===== config.mk =====
export PLATFORM = sky130hd
export DESIGN_NAME = seeded_mersenne_lcg_stream_core_flat
export DESIGN_NICKNAME = d
export VERILOG_FILES = /design/src/smls_pkg.sv /design/src/smls_if.sv /design/src/smls_front.sv /design/src/smls_queue.sv /design/src/smls_engine.sv /design/src/seeded_mersenne_lcg_stream_core.sv /design/src/flat_wrapper.sv
export SDC_FILE = /design/constraint.sdc
export NUM_CORES = 2
export LEC_CHECK = 0
export BUFFER_PORTS_ARGS = -buffer_cell sky130_fd_sc_hd__buf_2
export CAP_MARGIN = 20
export CORE_MARGIN = 3
export CORE_UTILIZATION = 30
export CTS_CLUSTER_DIAMETER = 200
export CTS_CLUSTER_SIZE = 25
export DETAILED_ROUTE_END_ITERATION = 10
export HOLD_SLACK_MARGIN = 0.06
export REMOVE_ABC_BUFFERS = 1
export SLEW_MARGIN = 40
export SYNTH_ARGS = -nofsm -noshare
export SYNTH_HDL_FRONTEND = slang
export SYNTH_SLANG_ARGS = --single-unit

===== constraint.sdc =====
create_clock -name clk -period 19.8 [get_ports clk]
set_input_delay 0 -clock clk [delete_from_list [all_inputs] [get_ports clk]]
set_output_delay 0 -clock clk [all_outputs]
set_load 0.01 [all_outputs]

===== src/smls_pkg.sv =====
// Types and constants of the Mersenne 2^61-1 stream generator.
package smls_pkg;

  localparam int ID_W      = 32;
  localparam int COUNT_W   = 4;
  localparam int SEED_W    = 64;
  localparam int RESIDUE_W = 61;
  localparam int HALF_W    = 32;

  // Generator and hash multipliers
  localparam logic [SEED_W-1:0] LCG_MULT = 64'd437799614237992725;
  localparam logic [HALF_W-1:0] LCG_ML   = LCG_MULT[31:0];
  localparam logic [HALF_W-1:0] LCG_MH   = LCG_MULT[63:32];
  localparam logic [HALF_W-1:0] HASH_MULT = 32'd2654435761;

  // 2^61-1
  localparam logic [RESIDUE_W-1:0] MERSENNE61 = {RESIDUE_W{1'b1}};

  // Warm-up steps after a reseed
  localparam int WARM_W = 4;
  localparam logic [WARM_W-1:0] WARMUP_STEPS = 4'd10;

  // Item kinds
  localparam logic KIND_RESEED   = 1'b0;
  localparam logic KIND_CONTINUE = 1'b1;

  // Command queue between front and engine
  localparam int QUEUE_DEPTH = 2;
  localparam int QPTR_W      = (QUEUE_DEPTH > 1) ? $clog2(QUEUE_DEPTH) : 1;
  localparam int QCNT_W      = $clog2(QUEUE_DEPTH + 1);

  typedef struct packed {
    logic               kind;
    logic [ID_W-1:0]    atom_id;
    logic [ID_W-1:0]    id_sum;
    logic [COUNT_W-1:0] count;
  } smls_cmd_t;

endpackage


===== src/smls_if.sv =====
// Valid/ready channel interfaces for input items and result residues.
interface smls_in_if;
  logic                          valid;
  logic                          ready;
  logic                          kind;
  logic [smls_pkg::ID_W-1:0]     atom_id;
  logic [smls_pkg::ID_W-1:0]     stream_sel;
  logic [smls_pkg::COUNT_W-1:0]  draw_count;

  modport source (output valid, output kind, output atom_id, output stream_sel,
                  output draw_count, input ready);
  modport sink   (input valid, input kind, input atom_id, input stream_sel,
                  input draw_count, output ready);
  modport monitor (input valid, input ready, input kind, input atom_id,
                   input stream_sel, input draw_count);
endinterface

interface smls_out_if;
  logic                           valid;
  logic                           ready;
  logic [smls_pkg::RESIDUE_W-1:0] residue;
  logic                           last;

  modport source  (output valid, output residue, output last, input ready);
  modport sink    (input valid, input residue, input last, output ready);
  modport monitor (input valid, input ready, input residue, input last);
endinterface


===== src/smls_front.sv =====
// Front end: accepts items, saturates the draw count, forms the hash sum.
module smls_front #(
  parameter int MAX_DRAWS = 8
) (
  smls_in_if.sink                items,
  output logic                   push_valid,
  output smls_pkg::smls_cmd_t    push_cmd,
  input  logic                   push_ready
);

  localparam int COUNT_MAX = (2 ** smls_pkg::COUNT_W) - 1;
  localparam logic [smls_pkg::COUNT_W-1:0] COUNT_CAP =
    smls_pkg::COUNT_W'((MAX_DRAWS > COUNT_MAX) ? COUNT_MAX : MAX_DRAWS);

  logic [smls_pkg::COUNT_W-1:0] count_sat;
  logic                         keep;

  // Clamp the requested count
  always_comb begin
    if (32'(items.draw_count) > MAX_DRAWS) begin
      count_sat = COUNT_CAP;
    end else begin
      count_sat = items.draw_count;
    end
  end

  // A continue item with no draws has no effect and is dropped here
  assign keep = (items.kind == smls_pkg::KIND_RESEED) || (count_sat != '0);

  assign items.ready = push_ready;
  assign push_valid  = items.valid && keep;

  always_comb begin
    push_cmd.kind    = items.kind;
    push_cmd.atom_id = items.atom_id;
    push_cmd.id_sum  = items.atom_id + items.stream_sel;
    push_cmd.count   = count_sat;
  end

endmodule


===== src/smls_queue.sv =====
// Short command queue between the front end and the generator engine.
module smls_queue (
  input  logic                 clk,
  input  logic                 rst,
  input  logic                 push_valid,
  output logic                 push_ready,
  input  smls_pkg::smls_cmd_t  push_cmd,
  output logic                 pop_valid,
  input  logic                 pop_ready,
  output smls_pkg::smls_cmd_t  pop_cmd
);

  smls_pkg::smls_cmd_t                entries [smls_pkg::QUEUE_DEPTH];
  logic [smls_pkg::QPTR_W-1:0]        wr_ptr;
  logic [smls_pkg::QPTR_W-1:0]        rd_ptr;
  logic [smls_pkg::QCNT_W-1:0]        fill;
  logic                               do_push;
  logic                               do_pop;

  assign push_ready = (fill != smls_pkg::QCNT_W'(smls_pkg::QUEUE_DEPTH));
  assign pop_valid  = (fill != '0);
  assign pop_cmd    = entries[rd_ptr];
  assign do_push    = push_valid && push_ready;
  assign do_pop     = pop_valid && pop_ready;

  // Storage, no reset needed
  always_ff @(posedge clk) begin
    if (do_push) begin
      entries[wr_ptr] <= push_cmd;
    end
  end

  // Pointers and fill level
  always_ff @(posedge clk) begin
    if (rst) begin
      wr_ptr <= '0;
      rd_ptr <= '0;
      fill   <= '0;
    end else begin
      if (do_push) begin
        wr_ptr <= (wr_ptr == smls_pkg::QPTR_W'(smls_pkg::QUEUE_DEPTH - 1)) ?
                  '0 : wr_ptr + 1'b1;
      end
      if (do_pop) begin
        rd_ptr <= (rd_ptr == smls_pkg::QPTR_W'(smls_pkg::QUEUE_DEPTH - 1)) ?
                  '0 : rd_ptr + 1'b1;
      end
      if (do_push && !do_pop) begin
        fill <= fill + 1'b1;
      end else if (do_pop && !do_push) begin
        fill <= fill - 1'b1;
      end
    end
  end

endmodule


===== src/smls_engine.sv =====
// Back end: seed hashing, warm-up and draws on one shared 32x32 multiplier.
module smls_engine (
  input  logic                 clk,
  input  logic                 rst,
  input  logic                 cmd_valid,
  output logic                 cmd_ready,
  input  smls_pkg::smls_cmd_t  cmd,
  smls_out_if.source           results
);

  localparam logic [2:0] S_IDLE    = 3'd0;
  localparam logic [2:0] S_HASH_HI = 3'd1;
  localparam logic [2:0] S_HASH_LO = 3'd2;
  localparam logic [2:0] S_MUL_LL  = 3'd3;
  localparam logic [2:0] S_MUL_HL  = 3'd4;
  localparam logic [2:0] S_MUL_LH  = 3'd5;
  localparam logic [2:0] S_FOLD    = 3'd6;
  localparam logic [2:0] S_PUT     = 3'd7;

  logic [2:0]                       state;
  smls_pkg::smls_cmd_t              cur;
  logic [smls_pkg::SEED_W-1:0]      work;
  logic [smls_pkg::SEED_W-1:0]      acc;
  logic [smls_pkg::WARM_W-1:0]      warm;
  logic [smls_pkg::COUNT_W-1:0]     remain;

  logic [smls_pkg::HALF_W-1:0]      mul_a;
  logic [smls_pkg::HALF_W-1:0]      mul_b;
  logic [smls_pkg::SEED_W-1:0]      prod;
  logic [smls_pkg::RESIDUE_W:0]     fsum;
  logic [smls_pkg::RESIDUE_W:0]     fred;
  logic                             out_free;

  assign cmd_ready = (state == S_IDLE);
  assign out_free  = !results.valid || results.ready;

  // Operand select for the shared multiplier
  always_comb begin
    case (state)
      S_HASH_HI: begin
        mul_a = cur.atom_id;
        mul_b = smls_pkg::HASH_MULT;
      end
      S_HASH_LO: begin
        mul_a = cur.id_sum;
        mul_b = smls_pkg::HASH_MULT;
      end
      S_MUL_LL: begin
        mul_a = work[31:0];
        mul_b = smls_pkg::LCG_ML;
      end
      S_MUL_HL: begin
        mul_a = work[63:32];
        mul_b = smls_pkg::LCG_ML;
      end
      S_MUL_LH: begin
        mul_a = work[31:0];
        mul_b = smls_pkg::LCG_MH;
      end
      default: begin
        mul_a = '0;
        mul_b = '0;
      end
    endcase
  end

  assign prod = 64'(mul_a) * 64'(mul_b);

  // Fold the 64-bit product modulo 2^61-1: the top three bits are added back as a 3-bit value
  assign fsum = {1'b0, acc[60:0]} + 62'(acc[63:61]);
  assign fred = (fsum >= {1'b0, smls_pkg::MERSENNE61}) ?
                fsum - {1'b0, smls_pkg::MERSENNE61} : fsum;

  // Sequencer and generator state
  always_ff @(posedge clk) begin
    if (rst) begin
      state  <= S_IDLE;
      work   <= '0;
      warm   <= '0;
      remain <= '0;
    end else begin
      case (state)
        S_IDLE: begin
          if (cmd_valid) begin
            remain <= cmd.count;
            warm   <= '0;
            state  <= (cmd.kind == smls_pkg::KIND_RESEED) ? S_HASH_HI : S_MUL_LL;
          end
        end
        S_HASH_HI: begin
          work[63:32] <= prod[31:0];
          state       <= S_HASH_LO;
        end
        S_HASH_LO: begin
          work[31:0] <= prod[31:0];
          warm       <= smls_pkg::WARMUP_STEPS;
          state      <= S_MUL_LL;
        end
        S_MUL_LL: begin
          state <= S_MUL_HL;
        end
        S_MUL_HL: begin
          state <= S_MUL_LH;
        end
        S_MUL_LH: begin
          state <= S_FOLD;
        end
        S_FOLD: begin
          work <= {3'b000, fred[60:0]};
          if (warm != '0) begin
            warm <= warm - 1'b1;
            if (warm == 4'd1 && remain == '0) begin
              state <= S_IDLE;
            end else begin
              state <= S_MUL_LL;
            end
          end else begin
            state <= S_PUT;
          end
        end
        S_PUT: begin
          if (out_free) begin
            remain <= remain - 1'b1;
            state  <= (remain == 4'd1) ? S_IDLE : S_MUL_LL;
          end
        end
        default: begin
          state <= S_IDLE;
        end
      endcase
    end
  end

  // Command and partial-product registers
  always_ff @(posedge clk) begin
    if (state == S_IDLE && cmd_valid) begin
      cur <= cmd;
    end
    case (state)
      S_MUL_LL: acc <= prod;
      S_MUL_HL: acc[63:32] <= acc[63:32] + prod[31:0];
      S_MUL_LH: acc[63:32] <= acc[63:32] + prod[31:0];
      default:  acc <= acc;
    endcase
  end

  // Output register
  always_ff @(posedge clk) begin
    if (rst) begin
      results.valid <= 1'b0;
    end else if (state == S_PUT && out_free) begin
      results.valid <= 1'b1;
    end else if (results.ready) begin
      results.valid <= 1'b0;
    end
  end

  always_ff @(posedge clk) begin
    if (state == S_PUT && out_free) begin
      results.residue <= work[60:0];
      results.last    <= (remain == 4'd1);
    end
  end

endmodule


===== src/seeded_mersenne_lcg_stream_core.sv =====
// One generator step uses the shared 32x32 multiplier for three partial products, then
// does the mod 2^61-1 fold; each residue is then registered into the output.
// Reseed item: seed hash, ten warm-up steps, then n draws.
// Continue item: n draws that go on from the current generator state.
// Two commands wait ahead of the engine; input stalls only while both slots are taken.
// Synchronous reset clears the seed to zero, empties the queue and drops the output.
module seeded_mersenne_lcg_stream_core #(
  parameter int MAX_DRAWS = 8
) (
  input  logic       clk,
  input  logic       rst,
  smls_in_if.sink    items,
  smls_out_if.source results
);

  logic                 push_valid;
  logic                 push_ready;
  smls_pkg::smls_cmd_t  push_cmd;
  logic                 pop_valid;
  logic                 pop_ready;
  smls_pkg::smls_cmd_t  pop_cmd;

  smls_front #(
    .MAX_DRAWS (MAX_DRAWS)
  ) u_front (
    .items      (items),
    .push_valid (push_valid),
    .push_cmd   (push_cmd),
    .push_ready (push_ready)
  );

  smls_queue u_queue (
    .clk        (clk),
    .rst        (rst),
    .push_valid (push_valid),
    .push_ready (push_ready),
    .push_cmd   (push_cmd),
    .pop_valid  (pop_valid),
    .pop_ready  (pop_ready),
    .pop_cmd    (pop_cmd)
  );

  smls_engine u_engine (
    .clk       (clk),
    .rst       (rst),
    .cmd_valid (pop_valid),
    .cmd_ready (pop_ready),
    .cmd       (pop_cmd),
    .results   (results)
  );

endmodule


===== src/flat_wrapper.sv =====
// flat-port wrapper written by rule: the top's interface ports become plain ports
module seeded_mersenne_lcg_stream_core_flat 
#(
  parameter int MAX_DRAWS = 8
)
  (clk, rst, items_valid, items_kind, items_atom_id, items_stream_sel, items_draw_count, items_ready, results_valid, results_residue, results_last, results_ready);
  smls_in_if items_i ();
  smls_out_if results_i ();
  input  logic clk;
  input  logic rst;
  input wire logic [$bits(items_i.valid)-1:0] items_valid;
  input wire logic [$bits(items_i.kind)-1:0] items_kind;
  input wire logic [$bits(items_i.atom_id)-1:0] items_atom_id;
  input wire logic [$bits(items_i.stream_sel)-1:0] items_stream_sel;
  input wire logic [$bits(items_i.draw_count)-1:0] items_draw_count;
  output wire logic [$bits(items_i.ready)-1:0] items_ready;
  output wire logic [$bits(results_i.valid)-1:0] results_valid;
  output wire logic [$bits(results_i.residue)-1:0] results_residue;
  output wire logic [$bits(results_i.last)-1:0] results_last;
  input wire logic [$bits(results_i.ready)-1:0] results_ready;
  assign items_i.valid = items_valid;
  assign items_i.kind = items_kind;
  assign items_i.atom_id = items_atom_id;
  assign items_i.stream_sel = items_stream_sel;
  assign items_i.draw_count = items_draw_count;
  assign items_ready = items_i.ready;
  assign results_valid = results_i.valid;
  assign results_residue = results_i.residue;
  assign results_last = results_i.last;
  assign results_i.ready = results_ready;
  seeded_mersenne_lcg_stream_core #(.MAX_DRAWS(MAX_DRAWS)) u_core (.clk(clk), .rst(rst), .items(items_i), .results(results_i));
endmodule

==> results.sh <==
export IMPL_status="finished, final reports clean"
export IMPL_required_ns=20.14
export IMPL_ys_warn_count=0
export IMPL_synth_edff_count=328
export IMPL_ys_flop_type="edfxtp_1"
export IMPL_grt_first_pass_wirelength_um=237000
export IMPL_die_h_um=402
export IMPL_pin_count=137
export IMPL_dp_cells=6539
export IMPL_regArea_um2=11500
export IMPL_slew_violations=0
export IMPL_fin_crit_sh_pct=63.6
export IMPL_rsz0062_at_grt="false"
export IMPL_wl_um=161000
export IMPL_layout_cells_non_filler=6656
export IMPL_wl_per_cell_um=24.2
export IMPL_r2r_end="u_core.u_engine.acc[62]"
export IMPL_first_iter_violations=2945
export IMPL_synthTopCellsByArea="fa_1 33%, edfxtp_1 21%, ha_1 12%"
export IMPL_cp_common_cell="fa_1"
export IMPL_dpl_cell_area_um2=50600
export IMPL_synth_async_reset_ratio_pct=0
export IMPL_h_tree_depth=1
export IMPL_cts_buffers=20
export IMPL_setup_viol=0
export IMPL_drt_pass1_iter_count=5
export IMPL_syn_cell_area_um2=47100
export IMPL_rrSetupSlack_ns=7.20
export IMPL_timing_fmax_mhz=79.4
export IMPL_cp_arrival_ns=12.94
export IMPL_area_delta_synth_final_pct=10.3
export IMPL_fin_crit_ns=12.60
export IMPL_postCtsSetupBuffers=0
export IMPL_worst_slew_pin_slew_ns=0.947
export IMPL_grt_pass1_vias=34700
export IMPL_grt_max_degree=67
export IMPL_reg2regPathDepth=39
export IMPL_via_per_inst=5.00
export IMPL_start_kind="register"
export IMPL_endpoint_kind="register"
export IMPL_crit_path_max_fanout=35
export IMPL_drtAntennaViolNets=0
export IMPL_holdCritPathClass="primary input to register"
export IMPL_grt_overflow=0
export IMPL_stdcell_area_um2=52000
export IMPL_drc=0
export IMPL_crit_type="register to register"
export IMPL_clockBufferDepth=3
export IMPL_max_cap_violations=0
export IMPL_hold_end="u_core.u_queue.entries[1][45]"
export IMPL_clk_pin_slew_worst_paths_ns=0.12
export IMPL_synth_seq_cells=409
export IMPL_min_from="items_atom_id[9]"
export IMPL_fillers=15600
export IMPL_hold_viol_final=0
export IMPL_syn_area_per_cell_um2=10.7
export IMPL_grt_antenna_before_repair=6
export IMPL_slowest_delay_ns=0.77
export IMPL_vias=33300
export IMPL_synth_area_leader_cell="fa_1"
export IMPL_min_path_cells=2
export IMPL_ys_seq_area_share_pct=24.3
export IMPL_tritoncts="yes"
export IMPL_hold_buffers=77
export IMPL_dp_hpwl_um=137000
export IMPL_nets=5889
export IMPL_synthCells=4403
export IMPL_maxSlewHeadroom_pct=36.7
export IMPL_multiInputGateArea_um2=31800
export IMPL_die_area_um2=162000
export IMPL_grtUsageTotal_pct=20.0
export IMPL_clock_skew_final_ns=0.0355
export IMPL_port_buffers=136
export IMPL_start_util_pct=30.4
export IMPL_clock_sinks=409
export IMPL_rows=144
export IMPL_gp_congestion=0.987
export IMPL_yosysTopAreaCellShare_pct=32.8
export IMPL_root_buffer="clkbuf_16"
export IMPL_insertion_delay_ns=0.61
export IMPL_drive_above_1_share_pct=7.62
export IMPL_tns_ns=0
export IMPL_cts_resized=0
export IMPL_slowest_stage="xnor2_1"
export IMPL_dieWidth_um=402
export IMPL_coreArea_um2=155000
export IMPL_ys_types=84
export IMPL_reg2reg_from="u_core.u_engine.state[2]"
-- cell usage after synthesis, drive strengths merged (15+ instances only) --
library cell  count
inv             963
fa              771
ha              451
edfxtp          328
nor2            279
nand2           196
a21oi           149
o21ai           119
xnor2           107
clkbuf           95
dfxtp            81
xor2             68
mux2             66
nand3            64
a21o             63
nor3             63
a22o             47
and3             40
a211oi           35
nand4            32
a22oi            28
and2             27
nor2b            27
a31oi            25
nor4             22
nand2b           21
o21bai           19
o21a             17
and4             15
-- area by class of cell --
type | instances | area share (%)
flip-flops and latches | 409 | 22.1
diodes | 4 | 0.0193
multi-input cells | 2926 | 61.2
inverters | 963 | 6.96
clock inverters | 2 | 0.0626
repair buffers | 274 | 3.74
clock buffers | 34 | 1.06
well taps | 2044 | 4.92
-- sequential cells by signal (all words and copies together) (netlist names), 3 cells and up, named ones only --
name                             flops
u_core.u_queue.entries             138
u_core.u_engine.acc                 64
u_core.u_engine.cur                 64
u_core.u_engine.work                64
u_core.u_engine.results.residue     61
u_core.u_engine.remain               4
u_core.u_engine.warm                 4
u_core.u_engine.state                3
-- stage by stage --
stage          util (%)  setup WS, ns  hold WS, ns
2_1_floorplan         -          7.99       0.0691
3_3_place_gp       32.5          7.00        0.206
3_5_place_dp       32.6          7.37        0.210
4_1_cts            33.5          7.26       0.0725
5_1_grt            33.5          6.69        0.103
6_report           33.5          7.20        0.121
-- cell usage in the layout (no fill, tap or decap), types with 21 or more instances in the layout --
master / netlist / layout
xnor2_1: 107 / 103
xor2_1: 68 / 66
o21ai_0: 111 / 110
and3_1: 40 / 40
buf_4: 0 / 52
dfxtp_1: 81 / 80
a22oi_1: 28 / 28
a21o_1: 63 / 63
edfxtp_1: 328 / 328
nand2b_1: 21 / 21
nor3_1: 59 / 59
a31oi_1: 24 / 24
buf_2: 5 / 138
a211oi_1: 35 / 35
nand3_1: 63 / 63
a21oi_1: 148 / 148
nand4_1: 32 / 32
dlygate4sd3_1: 0 / 77
fa_1: 771 / 771
nor2b_1: 27 / 27
inv_1: 963 / 961
and2_1: 26 / 27
nand2_1: 195 / 194
mux2_2: 65 / 65
ha_1: 451 / 451
nor2_1: 279 / 259
a22o_1: 47 / 47
-- critical path: cells and delay by family, from the launching register on --
family	cells	cell delay, ns
adders and majority gates	10	4.66
DFF	1	0.36
xor gates and xnor gates	2	0.95
buffers and inverters	10	1.93
AOI/OAI and AO/OA	7	1.64
and+or+nand+nor	10	2.74
-- worst max path at each step --
stage / from / to / cells after the start
finish: u_core.u_engine.state[2] / u_core.u_engine.acc[62] / 39
global route: u_core.u_engine.state[2] / u_core.u_engine.acc[62] / 40
CTS: u_core.u_engine.state[2] / u_core.u_engine.acc[62] / 41
detailed placement: u_core.u_engine.state[2] / u_core.u_engine.acc[62] / 41
global placement: u_core.u_engine.state[2] / u_core.u_engine.acc[62] / 41
floorplan: u_core.u_engine.state[2] / u_core.u_engine.acc[62] / 37
-- per-layer routing --
layer  vias to the layer above  wire, um  part of all wire [%]  track usage (%)
met2                      1338     69800                    43             30.0
met3                       257     14000                   8.7             4.40
met5                         -        13                0.0081                0
li1                      14800         -                     -                -
met4                         2      8270                   5.1             8.58
met1                     16900     69100                    43             27.6
-- kinds of logic (layout without fill, tap and decap cells) --
| logic type | Yosys count | count (layout) | synth area share, % |
|---|---|---|---|
| AO/OA/AOI/OAI | 611 | 611 | 8.73 |
| XOR/XNOR | 175 | 175 | 3.25 |
| adder cells (fa/ha/maj) | 1222 | 1222 | 44.7 |
| buffers and inverters | 1068 | 1273 | 8.54 |
| flip-flops | 409 | 409 | 24.3 |
| multiplexers | 75 | 75 | 1.77 |
| other | 0 | 4 | 0 |
| AND/OR/NAND/NOR | 843 | 843 | 8.64 |
Power is left out: the tool's default activity adds up to more than one toggle a clock period on the data nets, which glitch-free logic cannot reach.
